==> config.mk <==
export PLATFORM = sky130hd
export DESIGN_NAME = midi_message_router_filter
export DESIGN_NICKNAME = d
export VERILOG_FILES = /design/src/hw/rtl/mmrf_pkg.sv /design/src/hw/rtl/mmrf_front.sv /design/src/hw/rtl/mmrf_queue.sv /design/src/hw/rtl/mmrf_back.sv /design/src/hw/rtl/midi_message_router_filter.sv
export SDC_FILE = /design/constraint.sdc
export NUM_CORES = 1
export LEC_CHECK = 0
export BUFFER_PORTS_ARGS = -buffer_cell sky130_fd_sc_hd__clkbuf_2
export CAP_MARGIN = 5
export CORE_MARGIN = 2
export CORE_UTILIZATION = 40
export DETAILED_ROUTE_END_ITERATION = 16
export GPL_ROUTABILITY_DRIVEN = 0
export PLACE_DENSITY = 0.56
export SLEW_MARGIN = 20
export SYNTH_ARGS = -nofsm -noshare
export SYNTH_HDL_FRONTEND = slang
export SYNTH_SLANG_ARGS = --single-unit
==> constraint.sdc <==
create_clock -name clk -period 24.2 [get_ports clk]
set_clock_uncertainty 0.15 [all_clocks]
set_input_delay 6.05 -clock clk [delete_from_list [all_inputs] [get_ports clk]]
set_output_delay 6.05 -clock clk [all_outputs]
set_load 0.02 [all_outputs]
==> src/hw/rtl/mmrf_pkg.sv <==
// Shared types, constants and classification helpers for the MIDI router/filter.
`default_nettype none
package mmrf_pkg;

  localparam int MAX_PORTS = 8;
  localparam int PORT_W    = 3;
  localparam int TYPE_W    = 56;
  localparam int CHAN_W    = 128;
  localparam int CFG_DW    = 64;
  localparam int CFG_AW    = 6;
  localparam int QDEPTH    = 4;
  localparam int QAW       = 2;

  // Register indexes on the configuration port (8-byte stride)
  localparam logic [2:0] REG_IN_TYPE_DROP     = 3'd0;
  localparam logic [2:0] REG_IN_DEST_DROP     = 3'd1;
  localparam logic [2:0] REG_IN_CHAN_DROP_LO  = 3'd2;
  localparam logic [2:0] REG_IN_CHAN_DROP_HI  = 3'd3;
  localparam logic [2:0] REG_OUT_TYPE_DROP    = 3'd4;
  localparam logic [2:0] REG_OUT_CHAN_DROP_LO = 3'd5;
  localparam logic [2:0] REG_OUT_CHAN_DROP_HI = 3'd6;

  typedef enum logic [3:0] {
    CLS_NOTE      = 4'd0,
    CLS_AFTER     = 4'd1,
    CLS_CC        = 4'd2,
    CLS_PROG      = 4'd3,
    CLS_SYSEX     = 4'd4,
    CLS_SONG      = 4'd5,
    CLS_TRANSPORT = 4'd6,
    CLS_DROP      = 4'd7,
    CLS_PASS      = 4'd8
  } cls_t;

  typedef struct packed {
    logic [2:0] source_port;
    logic [7:0] status;
    logic [6:0] first_data;
    logic [6:0] second_data;
    logic [4:0] midi_channel;
  } in_item_t;

  typedef struct packed {
    logic [2:0] dest_port;
    logic [7:0] out_status;
    logic [6:0] out_first_data;
    logic [6:0] out_second_data;
    logic [4:0] out_channel;
    logic       last_copy;
  } out_item_t;

  typedef struct packed {
    in_item_t               msg;
    logic [MAX_PORTS-1:0]   dest_mask;
  } q_entry_t;

  typedef struct packed {
    logic [TYPE_W-1:0] in_type_drop;
    logic [63:0]       in_dest_drop;
    logic [CHAN_W-1:0] in_chan_drop;
    logic [TYPE_W-1:0] out_type_drop;
    logic [CHAN_W-1:0] out_chan_drop;
  } cfg_t;

  // Sort a status byte into its type class
  function automatic cls_t classify(input logic [7:0] st, input logic out_side);
    cls_t c;
    c = CLS_PASS;
    if (st < 8'h80) begin
      c = CLS_PASS;
    end else if (st < 8'hF0) begin
      case (st[7:4])
        4'h8, 4'h9, 4'hE: c = CLS_NOTE;
        4'hA:             c = CLS_AFTER;
        4'hD:             c = out_side ? CLS_PASS : CLS_AFTER;
        4'hB:             c = CLS_CC;
        4'hC:             c = CLS_PROG;
        default:          c = CLS_PASS;
      endcase
    end else begin
      case (st) inside
        8'hF0:          c = CLS_SYSEX;
        [8'hF1:8'hF6]:  c = CLS_SONG;
        8'hF8, 8'hF9:   c = CLS_DROP;
        [8'hFA:8'hFC]:  c = CLS_TRANSPORT;
        default:        c = CLS_PASS;
      endcase
    end
    return c;
  endfunction

  // Per-port type drop flag lookup
  function automatic logic type_drop(input logic [TYPE_W-1:0] r, input logic [2:0] p,
                                     input cls_t c);
    logic       d;
    logic [5:0] idx;
    idx = ({3'b000, p} * 6'd7) + {3'b000, c[2:0]};
    if (c == CLS_DROP) begin
      d = 1'b1;
    end else if (c == CLS_PASS) begin
      d = 1'b0;
    end else begin
      d = r[idx];
    end
    return d;
  endfunction

  // Per-port channel mask lookup; system and out-of-range channels never match
  function automatic logic chan_drop(input logic [CHAN_W-1:0] r, input logic [2:0] p,
                                     input logic [4:0] ch);
    logic       d;
    logic [3:0] c4;
    logic [6:0] idx;
    c4  = 4'(ch - 5'd1);
    idx = {p, c4};
    if (ch == 5'd0 || ch > 5'd16) begin
      d = 1'b0;
    end else begin
      d = r[idx];
    end
    return d;
  endfunction

endpackage
`default_nettype wire

==> src/hw/rtl/mmrf_front.sv <==
// Front end: classifies an accepted item and builds its destination mask.
`default_nettype none
module mmrf_front
  import mmrf_pkg::*;
#(
  parameter int NUM_PORTS = 8
) (
  input  wire logic     accept,
  input  wire in_item_t item,
  input  wire cfg_t     cfg,
  output logic          push,
  output q_entry_t      entry
);

  cls_t                 cls_in;
  cls_t                 cls_out;
  logic                 src_ok;
  logic                 src_drop;
  logic [MAX_PORTS-1:0] mask;

  // Classify for the source and destination checks
  always_comb begin
    cls_in   = classify(item.status, 1'b0);
    cls_out  = classify(item.status, 1'b1);
    src_ok   = {1'b0, item.source_port} < 4'(NUM_PORTS);
    src_drop = type_drop(cfg.in_type_drop, item.source_port, cls_in) |
               chan_drop(cfg.in_chan_drop, item.source_port, item.midi_channel);
  end

  // Evaluate each destination lane independently
  always_comb begin
    for (int d = 0; d < MAX_PORTS; d++) begin
      mask[d] = (d < NUM_PORTS) &&
                !cfg.in_dest_drop[{item.source_port, 3'(d)}] &&
                !type_drop(cfg.out_type_drop, 3'(d), cls_out) &&
                !chan_drop(cfg.out_chan_drop, 3'(d), item.midi_channel);
    end
  end

  // Queue only items that produce at least one copy
  assign push            = accept && src_ok && !src_drop && (|mask);
  assign entry.msg       = item;
  assign entry.dest_mask = mask;

endmodule
`default_nettype wire

==> src/hw/rtl/mmrf_queue.sv <==
// Short FIFO of classified items between front and back ends.
`default_nettype none
module mmrf_queue
  import mmrf_pkg::*;
(
  input  wire logic     clk,
  input  wire logic     rst_n,
  input  wire logic     push,
  input  wire q_entry_t wr_entry,
  input  wire logic     pop,
  output q_entry_t      rd_entry,
  output logic          empty,
  output logic          full
);

  q_entry_t        q_r [QDEPTH];
  logic [QAW-1:0]  wr_ptr_r, wr_ptr_nxt;
  logic [QAW-1:0]  rd_ptr_r, rd_ptr_nxt;
  logic [QAW:0]    count_r, count_nxt;

  assign empty    = (count_r == '0);
  assign full     = (count_r == (QAW+1)'(QDEPTH));
  assign rd_entry = q_r[rd_ptr_r];

  // Advance pointers and count
  always_comb begin
    wr_ptr_nxt = wr_ptr_r + (push ? 1'b1 : 1'b0);
    rd_ptr_nxt = rd_ptr_r + (pop ? 1'b1 : 1'b0);
    count_nxt  = count_r;
    if (push && !pop) begin
      count_nxt = count_r + 1'b1;
    end else if (pop && !push) begin
      count_nxt = count_r - 1'b1;
    end
  end

  always_ff @(posedge clk) begin
    if (!rst_n) begin
      wr_ptr_r <= '0;
      rd_ptr_r <= '0;
      count_r  <= '0;
    end else begin
      wr_ptr_r <= wr_ptr_nxt;
      rd_ptr_r <= rd_ptr_nxt;
      count_r  <= count_nxt;
    end
  end

  // Store entry
  always_ff @(posedge clk) begin
    if (push) begin
      q_r[wr_ptr_r] <= wr_entry;
    end
  end

endmodule
`default_nettype wire

==> src/hw/rtl/mmrf_back.sv <==
// Back end: emits one copy per cycle for each destination in the mask.
`default_nettype none
module mmrf_back
  import mmrf_pkg::*;
#(
  parameter int REMAP_PORT    = 2,
  parameter int REMAP_CHANNEL = 3
) (
  input  wire logic     clk,
  input  wire logic     rst_n,
  input  wire q_entry_t head,
  input  wire logic     empty,
  output logic          pop,
  output logic          out_valid,
  output out_item_t     out_item
);

  logic                 cur_valid_r, cur_valid_nxt;
  in_item_t             cur_msg_r, cur_msg_nxt;
  logic [MAX_PORTS-1:0] rem_r, rem_nxt;
  logic [MAX_PORTS-1:0] low_bit;
  logic [PORT_W-1:0]    sel;
  logic                 last;
  logic                 out_valid_r, out_valid_nxt;
  out_item_t            out_item_r, out_item_nxt;

  // Pick the lowest remaining destination
  always_comb begin
    sel = '0;
    for (int i = MAX_PORTS - 1; i >= 0; i--) begin
      if (rem_r[i]) begin
        sel = PORT_W'(i);
      end
    end
    low_bit = rem_r & (~rem_r + 1'b1);
    last    = ((rem_r & ~low_bit) == '0);
  end

  // Load the next item as soon as the current one finishes
  assign pop = !empty && (!cur_valid_r || last);

  always_comb begin
    cur_valid_nxt = cur_valid_r;
    cur_msg_nxt   = cur_msg_r;
    rem_nxt       = rem_r;
    if (pop) begin
      cur_valid_nxt = 1'b1;
      cur_msg_nxt   = head.msg;
      rem_nxt       = head.dest_mask;
    end else if (cur_valid_r) begin
      cur_valid_nxt = !last;
      rem_nxt       = rem_r & ~low_bit;
    end
  end

  // Build the outgoing copy
  always_comb begin
    out_valid_nxt                = cur_valid_r;
    out_item_nxt.dest_port       = sel;
    out_item_nxt.out_status      = cur_msg_r.status;
    out_item_nxt.out_first_data  = cur_msg_r.first_data;
    out_item_nxt.out_second_data = cur_msg_r.second_data;
    out_item_nxt.out_channel     = (sel == PORT_W'(REMAP_PORT)) ? 5'(REMAP_CHANNEL)
                                                                 : cur_msg_r.midi_channel;
    out_item_nxt.last_copy       = last;
  end

  always_ff @(posedge clk) begin
    if (!rst_n) begin
      cur_valid_r <= 1'b0;
      out_valid_r <= 1'b0;
    end else begin
      cur_valid_r <= cur_valid_nxt;
      out_valid_r <= out_valid_nxt;
    end
  end

  always_ff @(posedge clk) begin
    cur_msg_r  <= cur_msg_nxt;
    rem_r      <= rem_nxt;
    out_item_r <= out_item_nxt;
  end

  assign out_valid = out_valid_r;
  assign out_item  = out_item_r;

endmodule
`default_nettype wire

==> src/hw/rtl/midi_message_router_filter.sv <==
// Accepted items pass the queue, the current-item register and the output register.
// One copy per cycle; the copies of one item leave back to back, one per destination.
// busy rises while the four-entry item queue is full; items with no copies are not queued.
// Reset (rst_n low, synchronous) empties the queue and clears all filter registers.
// Results are strobed for one cycle on out_valid; the receiver cannot stall.
`default_nettype none
module midi_message_router_filter
  import mmrf_pkg::*;
#(
  parameter int NUM_PORTS     = 8,
  parameter int REMAP_PORT    = 2,
  parameter int REMAP_CHANNEL = 3
) (
  input  wire logic              clk,
  input  wire logic              rst_n,
  input  wire logic              start,
  output logic                   busy,
  input  wire in_item_t          in_item,
  output logic                   out_valid,
  output out_item_t              out_item,
  input  wire logic              psel,
  input  wire logic              penable,
  input  wire logic              pwrite,
  input  wire logic [CFG_AW-1:0] paddr,
  input  wire logic [CFG_DW-1:0] pwdata,
  output logic [CFG_DW-1:0]      prdata,
  output logic                   pready
);

  logic [TYPE_W-1:0] in_type_drop_r;
  logic [63:0]       in_dest_drop_r;
  logic [63:0]       in_chan_drop_lo_r;
  logic [63:0]       in_chan_drop_hi_r;
  logic [TYPE_W-1:0] out_type_drop_r;
  logic [63:0]       out_chan_drop_lo_r;
  logic [63:0]       out_chan_drop_hi_r;
  logic [2:0]        reg_idx;
  logic              cfg_wr;
  cfg_t              cfg;
  logic              accept;
  logic              push;
  logic              pop;
  logic              q_empty;
  logic              q_full;
  q_entry_t          wr_entry;
  q_entry_t          head;

  assign pready  = 1'b1;
  assign reg_idx = paddr[5:3];
  assign cfg_wr  = psel && penable && pwrite && pready;

  // Write filter registers
  always_ff @(posedge clk) begin
    if (!rst_n) begin
      in_type_drop_r     <= '0;
      in_dest_drop_r     <= '0;
      in_chan_drop_lo_r  <= '0;
      in_chan_drop_hi_r  <= '0;
      out_type_drop_r    <= '0;
      out_chan_drop_lo_r <= '0;
      out_chan_drop_hi_r <= '0;
    end else if (cfg_wr) begin
      case (reg_idx)
        REG_IN_TYPE_DROP:     in_type_drop_r     <= pwdata[TYPE_W-1:0];
        REG_IN_DEST_DROP:     in_dest_drop_r     <= pwdata;
        REG_IN_CHAN_DROP_LO:  in_chan_drop_lo_r  <= pwdata;
        REG_IN_CHAN_DROP_HI:  in_chan_drop_hi_r  <= pwdata;
        REG_OUT_TYPE_DROP:    out_type_drop_r    <= pwdata[TYPE_W-1:0];
        REG_OUT_CHAN_DROP_LO: out_chan_drop_lo_r <= pwdata;
        REG_OUT_CHAN_DROP_HI: out_chan_drop_hi_r <= pwdata;
        default: ;
      endcase
    end
  end

  // Read back
  always_comb begin
    case (reg_idx)
      REG_IN_TYPE_DROP:     prdata = {8'h00, in_type_drop_r};
      REG_IN_DEST_DROP:     prdata = in_dest_drop_r;
      REG_IN_CHAN_DROP_LO:  prdata = in_chan_drop_lo_r;
      REG_IN_CHAN_DROP_HI:  prdata = in_chan_drop_hi_r;
      REG_OUT_TYPE_DROP:    prdata = {8'h00, out_type_drop_r};
      REG_OUT_CHAN_DROP_LO: prdata = out_chan_drop_lo_r;
      REG_OUT_CHAN_DROP_HI: prdata = out_chan_drop_hi_r;
      default:              prdata = '0;
    endcase
  end

  assign cfg.in_type_drop  = in_type_drop_r;
  assign cfg.in_dest_drop  = in_dest_drop_r;
  assign cfg.in_chan_drop  = {in_chan_drop_hi_r, in_chan_drop_lo_r};
  assign cfg.out_type_drop = out_type_drop_r;
  assign cfg.out_chan_drop = {out_chan_drop_hi_r, out_chan_drop_lo_r};

  // Accept while the queue has room
  assign busy   = q_full;
  assign accept = start && !busy;

  mmrf_front #(
    .NUM_PORTS (NUM_PORTS)
  ) u_front (
    .accept (accept),
    .item   (in_item),
    .cfg    (cfg),
    .push   (push),
    .entry  (wr_entry)
  );

  mmrf_queue u_queue (
    .clk      (clk),
    .rst_n    (rst_n),
    .push     (push),
    .wr_entry (wr_entry),
    .pop      (pop),
    .rd_entry (head),
    .empty    (q_empty),
    .full     (q_full)
  );

  mmrf_back #(
    .REMAP_PORT    (REMAP_PORT),
    .REMAP_CHANNEL (REMAP_CHANNEL)
  ) u_back (
    .clk       (clk),
    .rst_n     (rst_n),
    .head      (head),
    .empty     (q_empty),
    .pop       (pop),
    .out_valid (out_valid),
    .out_item  (out_item)
  );

`ifndef SYNTHESIS
  // Copies of one item leave in consecutive cycles
  a_copies_contiguous: assert property (@(posedge clk) disable iff (!rst_n)
    out_valid && !out_item.last_copy |=> out_valid)
    else $error("copy stream broken before last copy");

  // Destinations of one item rise strictly
  a_dest_ascending: assert property (@(posedge clk) disable iff (!rst_n)
    out_valid && !out_item.last_copy |=> out_item.dest_port > $past(out_item.dest_port))
    else $error("destinations not ascending");

  // Only configured ports are addressed
  a_dest_in_range: assert property (@(posedge clk) disable iff (!rst_n)
    out_valid |-> ({1'b0, out_item.dest_port} < 4'(NUM_PORTS)))
    else $error("destination beyond port count");

  // Remapped port carries the forced channel
  a_remap_channel: assert property (@(posedge clk) disable iff (!rst_n)
    out_valid && (out_item.dest_port == 3'(REMAP_PORT)) |->
      (out_item.out_channel == 5'(REMAP_CHANNEL)))
    else $error("remapped channel missing");
`endif

endmodule
`default_nettype wire
# Yosys cells after proc, flatten, opt, wreduce, memory -nomap -nowiden
# Memories as Yosys holds them, arrays and structs flattened. A register that Yosys moved wholly into a read port is not among the register bits.
# Index checks and enable logic that the tools add are counted.
[word_totals] reg_bits=507 latchBits=0 ramBits=152 rom_bits=0 input_bits=106 output_inout_bits=98 n_memories=1
[memory_table] memory="u_queue.q_r" depth=4 word_bits=38 read_ports=1 rd_ports_with_merged_regs=1 wr=1 line_no="mmrf_queue.sv:16" source="q_entry_t q_r [QDEPTH];"
[classes] addsub=14 multipliers=1 div_mod_pow=0 order_cmp=33 eq_ne=22 n_shift=0 muxes=109 n_bitwise=5 n_reduce_logical=76
[op_table] op="$pmux 64 s7" count=1
[op_table] op="$lt 6x7->1 const B" count=16
[op_table] op="$mux 1" count=59
[op_table] op="$bmux 1 s6" count=8
[op_table] op="$lt 7x8->1 const B" count=5
[op_table] op="$eq 4x4->1 const B" count=9
[op_table] op="$bmux 1 s4" count=8
[op_table] op="$mux 4" count=8
[op_table] op="$pmux 4 s4" count=2
[op_table] op="$logic_not 1->1" count=31
[op_table] op="$mux 3" count=10
[op_table] op="$bmux 1 s3" count=9
[op_table] op="$logic_and 1x1->1" count=26
[op_table] op="$eq 8x8->1 const B" count=3
[op_table] op="$and 8x8->8" count=2
[op_table] op="$ge 8x8->1 const B" count=2
[op_table] op="$le 8x8->1 const B" count=2
[op_table] op="$lt 6x8->1 const B" count=2
[op_table] op="$lt 8x8->1 const B" count=2
[op_table] op="$mux 8" count=2
[op_table] op="$not 8->8" count=2
[op_table] op="$reduce_and 2->1" count=7
[op_table] op="$add 5x3->6 const A" count=2
[op_table] op="$add 6x3->6 const A" count=2
[op_table] op="29 further kinds" count=40

# Logic depth before layout (Yosys ltp)
[depth] word_depth=22 ltp_mapped=25 ltp_nobuf=24

# By module
# From an unflattened synthesis, not the netlist that was laid out.
[unflattened] hier_cells=2764 hier_area_um2=32287.2
[modules_own_cells] mod="midi_message_router_filter" instances=1 cells_per_inst=1903 area_each_um2=18928.2 seq_area_each_um2=8648.3
[modules_own_cells] mod="mmrf_queue" instances=1 cells_per_inst=232 area_each_um2=5843.1 seq_area_each_um2=4704.5
[modules_own_cells] mod="mmrf_front" instances=1 cells_per_inst=496 area_each_um2=5328.9 seq_area_each_um2=0.0
[modules_own_cells] mod="mmrf_back" instances=1 cells_per_inst=133 area_each_um2=2187.1 seq_area_each_um2=1711.6

# Worst setup path before layout
# OpenSTA, ideal clock, no wires.
[synth_path] path_kind="input to output" start="input port paddr[3]" end="output port prdata[19]" arrival_time_ns=8.037 slack_ns=9.963 stages=7 n_path_buf=3 cell_sequence="buf_1 -> clkbuf_1 -> buf_1 -> mux2i_1 -> nor2_1 -> a21oi_1 -> o21ai_0"
[synth_between] elab_chain_len=2
[synth_rtl] item="from (decl)" line_no="midi_message_router_filter.sv:24" source="input wire logic [CFG_AW-1:0] paddr,"
[synth_rtl] item="$eq 3x3->1, or another cell as far along" line_no="midi_message_router_filter.sv:78" source="case (reg_idx)"
[synth_rtl] item="$pmux 64 s7 (*)" line_no="midi_message_router_filter.sv:78"
[synth_rtl] item="to (decl)" line_no="midi_message_router_filter.sv:26" source="output logic [CFG_DW-1:0] prdata,"
# Every way passes the cells marked *; elsewhere a longest branch is shown, timed or not.

# Worst setup path in the final report
[layout_path] start="input port paddr[3]" end="output port prdata[34]"
# Same word-level chain as after synthesis.

==> summary.txt <==
Run status = finished clean
Yosys warns = 0
Dpl cell area = 0.0333 mm^2
TritonCTS clock tree = built
FMAX = 0.0640 GHz
Portion of the post-synthesis area used by sequential elements = 47.0%
Gate count after technology mapping = 3147
Estimated wirelength of the detail-placed design = 73.9 mm
Relative contribution of combinational cells to total power = 14.7%
Clock network fraction of total power = 40.3%
Synthesized area = 0.0313 mm^2
Violation count after the first detailed-routing iteration = 2667
Count of instances resized after the clock tree is built = 0
Final #Nets = 3360
Post-route cell area = 0.0357 mm^2
Area fraction of the dominant cell type after synthesis = 30.2%
Horizontal die dimension = 284 um
Total power draw = 2.81 mW
Height of the chip = 284 um
Cell row count = 102
Input/output buffers = 199
Relative max-transition margin = 21.1%
Routed wirelength normalized by instance count = 26.0 um
Class of the most critical hold timing path = reg -> reg
Via-to-Cell Ratio = 5.93
Critical Setup Path Class = in -> out
EDFF count, synth = 175
Post-synth net total = 3280
Fin. Hold Viols = 0
Setup repair after global routing missed its margin = false
Leading post-synthesis cells by cell area = sky130_fd_sc_hd__dfxtp_1 (30%), sky130_fd_sc_hd__edfxtp_1 (17%), sky130_fd_sc_hd__mux4_2 (11%), sky130_fd_sc_hd__nand2_1 (11%), sky130_fd_sc_hd__a21boi_0 (10%)
Primary flip-flop cell chosen by synthesis mapping = sky130_fd_sc_hd__dfxtp_1
Number of violations of the max-capacitance limit = 0
Die area = 0.0805 mm^2
Maximum number of pins on one net before global-route repair = 257
Sinks on the clock net = 647
Combinational family with the most area after synthesis = compound AO/OA/AOI/OAI gates
Count of pins over their slew limit = 0
Count of boundary I/O pins = 204
Sum of negative setup slack = 0 ns
Total DRC errors in the routed layout = 0
Fraction of power spent switching nets = 27.6%
Fraction of synthesis flops using an asynchronous set or reset pin = 0%
Switching power of the nets = 0.776 mW
Library cell with the highest instance count after synthesis = sky130_fd_sc_hd__nand2_1
Post-route non-filler standard cell count = 4323
Data arrival time of the critical path = 9.44 ns
Clock Pin Slew Worst Setup and Hold Paths = 0.06 ns
Maximum VDD drop = 50.5 uV
Fraction of layout cells with a size suffix above 1 = 18.1%
Internal power consumption = 2.04 mW
Peak fanout along the critical path = 48
Cell seen most often among critical-path stages = sky130_fd_sc_hd__buf_4
Synthesized-area fraction occupied by ao, oa, aoi and oai cells = 17.7%
Longest Clk Path Bufs = 3
GR Layer Usage met1 = 36.6%
Multiplexer area fraction after synthesis = 15.6%
Fill cells = 7226
Global routing usage summed across all routing layers = 27.3%
Cell-by-cell trace of the critical path = buf_4, inv_1, buf_4, nor3_2, buf_4, a22o_1, nor2_1, o21ai_0, clkbuf_2
Final period utilization = 64.6%
Share of power burned in registers = 44.9%
Final setup vio count = 0
Standard cell with the maximum stage delay on the critical path = sky130_fd_sc_hd__nor3_2
H-tree levels = 3
Synthesis-to-finish area growth = 14.0%
GRT busiest layer = met2
Critical Path Sink Type = primary output
Leakage = 12.2 nW
Total gr overflow = 0
Number of instances in the placed design = 4192
Initial Utilization = 40.4%
Antenna viol nets, final = 0
Post-CTS setup buffer count = 0
Met3 capacity usage during global routing = 5.39%
Global routing usage on met2 = 42.6%
Wire length of the first global-routing pass = 166 mm
Post-Syn Area per Cell = 9.95 um^2
Leading cell types by count after synthesis = sky130_fd_sc_hd__nand2_1 (913), sky130_fd_sc_hd__dfxtp_1 (472), sky130_fd_sc_hd__a21boi_0 (435)
Clock network latency to the later pin of the worst-skew pair = 0.65 ns
Simple logic cell fraction of the synthesized area = 14.5%
Vias in the first global route = 24800
Detailed-router iteration count before antenna repair = 6
Number of antenna violations at the first check in global routing = 11
Data required, critical path = 18.00 ns
Crit path time final = 15.64 ns
Biggest area consumer among synthesized cells = sky130_fd_sc_hd__dfxtp_1
Synthesized-area fraction occupied by adder cells = 1.26%
Fraction of synthesized cell area in xor and xnor cells = 0.392%
Pwr Density = 78.8 mW/mm^2
Total Routed Length = 112 mm
Clk root buf = sky130_fd_sc_hd__clkbuf_16
PnR worst setup slack = 8.56 ns
Worst Setup Slack post-DPL = 8.65 ns
Setup crit start kind = input pin
Slew @ Worst Pin = 1.18 ns
Unique cell type count in the Yosys netlist = 75
Post-CTS Hold Fix Bufs = 0
Largest stage delay on the critical path = 0.85 ns
Total number of vias = 25700
Number of buffers inserted during clock tree synthesis = 73
Register bit total from synthesis = 647
Core Footprint = 0.0775 mm^2
==> cell type report <==
type / instances / area (um^2) / share of cell area (%)
timing repair buffer: 248 / 1400 / 3.91
clock buffer: 98 / 2080 / 5.83
tap: 1040 / 1300 / 3.64
clock inverter: 29 / 360 / 1.01
multi-input combinational: 2216 / 15700 / 44.0
inverter: 41 / 156 / 0.438
sequential: 647 / 14700 / 41.2
antenna: 4 / 10.0 / 0.0280
==> registers in the layout (all words and copies together) (netlist names) <==
name,cells
in_chan_drop_hi_r,64
in_chan_drop_lo_r,64
in_dest_drop_r,64
in_type_drop_r,56
out_chan_drop_hi_r,64
out_chan_drop_lo_r,64
out_type_drop_r,56
u_back.cur_msg_r,27
u_back.cur_valid_r,1
u_back.out_item,31
u_back.out_valid,1
u_back.rem_r,8
u_queue.count_r,3
u_queue.q_r,140
u_queue.rd_ptr_r,2
u_queue.wr_ptr_r,2
==> metrics by stage <==
stage          hold WS, ns  util [%]
2_1_floorplan        0.173         -
3_3_place_gp         0.175      42.9
3_5_place_dp         0.177      42.9
4_1_cts              0.191      46.1
5_1_grt              0.199      46.1
6_report             0.190      46.1
==> logic make-up (layout without fill, tap and decap cells) <==
family,count (synthesis),after routing
simple gates,1126,1126
compound gates,758,758
flops,647,647
mux,288,288
buf+inv,284,416
fa+ha+maj,29,29
xor+xnor,14,14
other cells,1,5
==> critical path, delay by kind of cell <==
kind | cells | cell delay (ns)
and+or+nand+nor | 2 | 0.89
buffers and inverters | 5 | 1.79
AOI/OAI and AO/OA | 2 | 0.58
==> power groups by stage <==
| stage | clock [mW] | sequential [mW] | combinational [mW] |
|---|---|---|---|
| after detailed placement | 0 | 1.29 | 0.418 |
| after global placement | 0 | 1.28 | 0.411 |
| final | 1.13 | 1.26 | 0.414 |
| after global routing | 1.20 | 1.27 | 0.442 |
| after floorplan | 0 | 1.30 | 0.236 |
| after CTS | 1.16 | 1.27 | 0.419 |
==> routing by layer <==
layer / routed length (um) / vias up / share of wire (%)
li1: - / 11400 / -
met1: 46500 / 12700 / 41
met2: 51000 / 1289 / 45
met3: 9480 / 265 / 8.4
met4: 5130 / 18 / 4.6
met5: 126 / - / 0.11
==> path summary, 6_finish.rpt <==
check                                      start                              end  slack [ns]  depth (start not counted)
min               u_back.cur_msg_r[26]$_DFFE_PP_      u_back.out_item[27]$_DFF_P_        0.19                          0
max                                     paddr[3]                       prdata[34]        8.56                          9
min reg2reg       u_back.cur_msg_r[26]$_DFFE_PP_      u_back.out_item[27]$_DFF_P_        0.19                          0
max reg2reg  out_chan_drop_lo_r[53]$_SDFFE_PN0P_  u_queue.count_r[2]$_SDFFE_PN0P_       19.30                         14
==> placed cells by master, fill, tap and decap left out, drive strengths merged, types with 5 or more instances in the layout <==
cell,netlist,layout
a2111oi,5,5
a211oi,16,16
a21boi,435,435
a21oi,55,55
a221o,6,6
a221oi,29,29
a22o,39,39
a22oi,52,52
a31oi,11,11
and2,12,12
and3,10,10
buf,51,54
bufinv,0,5
clkbuf,192,292
clkinv,0,19
dfxtp,472,472
edfxtp,175,175
fa,5,5
ha,22,22
inv,41,44
mux2,35,35
mux2i,97,97
mux4,156,156
nand2,913,913
nand2b,14,14
nand3,40,40
nor2,84,84
nor2b,14,14
nor3,15,15
nor3b,6,6
o2111ai,7,7
o211ai,5,5
o21ai,55,55
o22ai,10,10
xnor2,7,7
xor2,7,7
No activity file was read; power rests on OpenSTA's default activity.
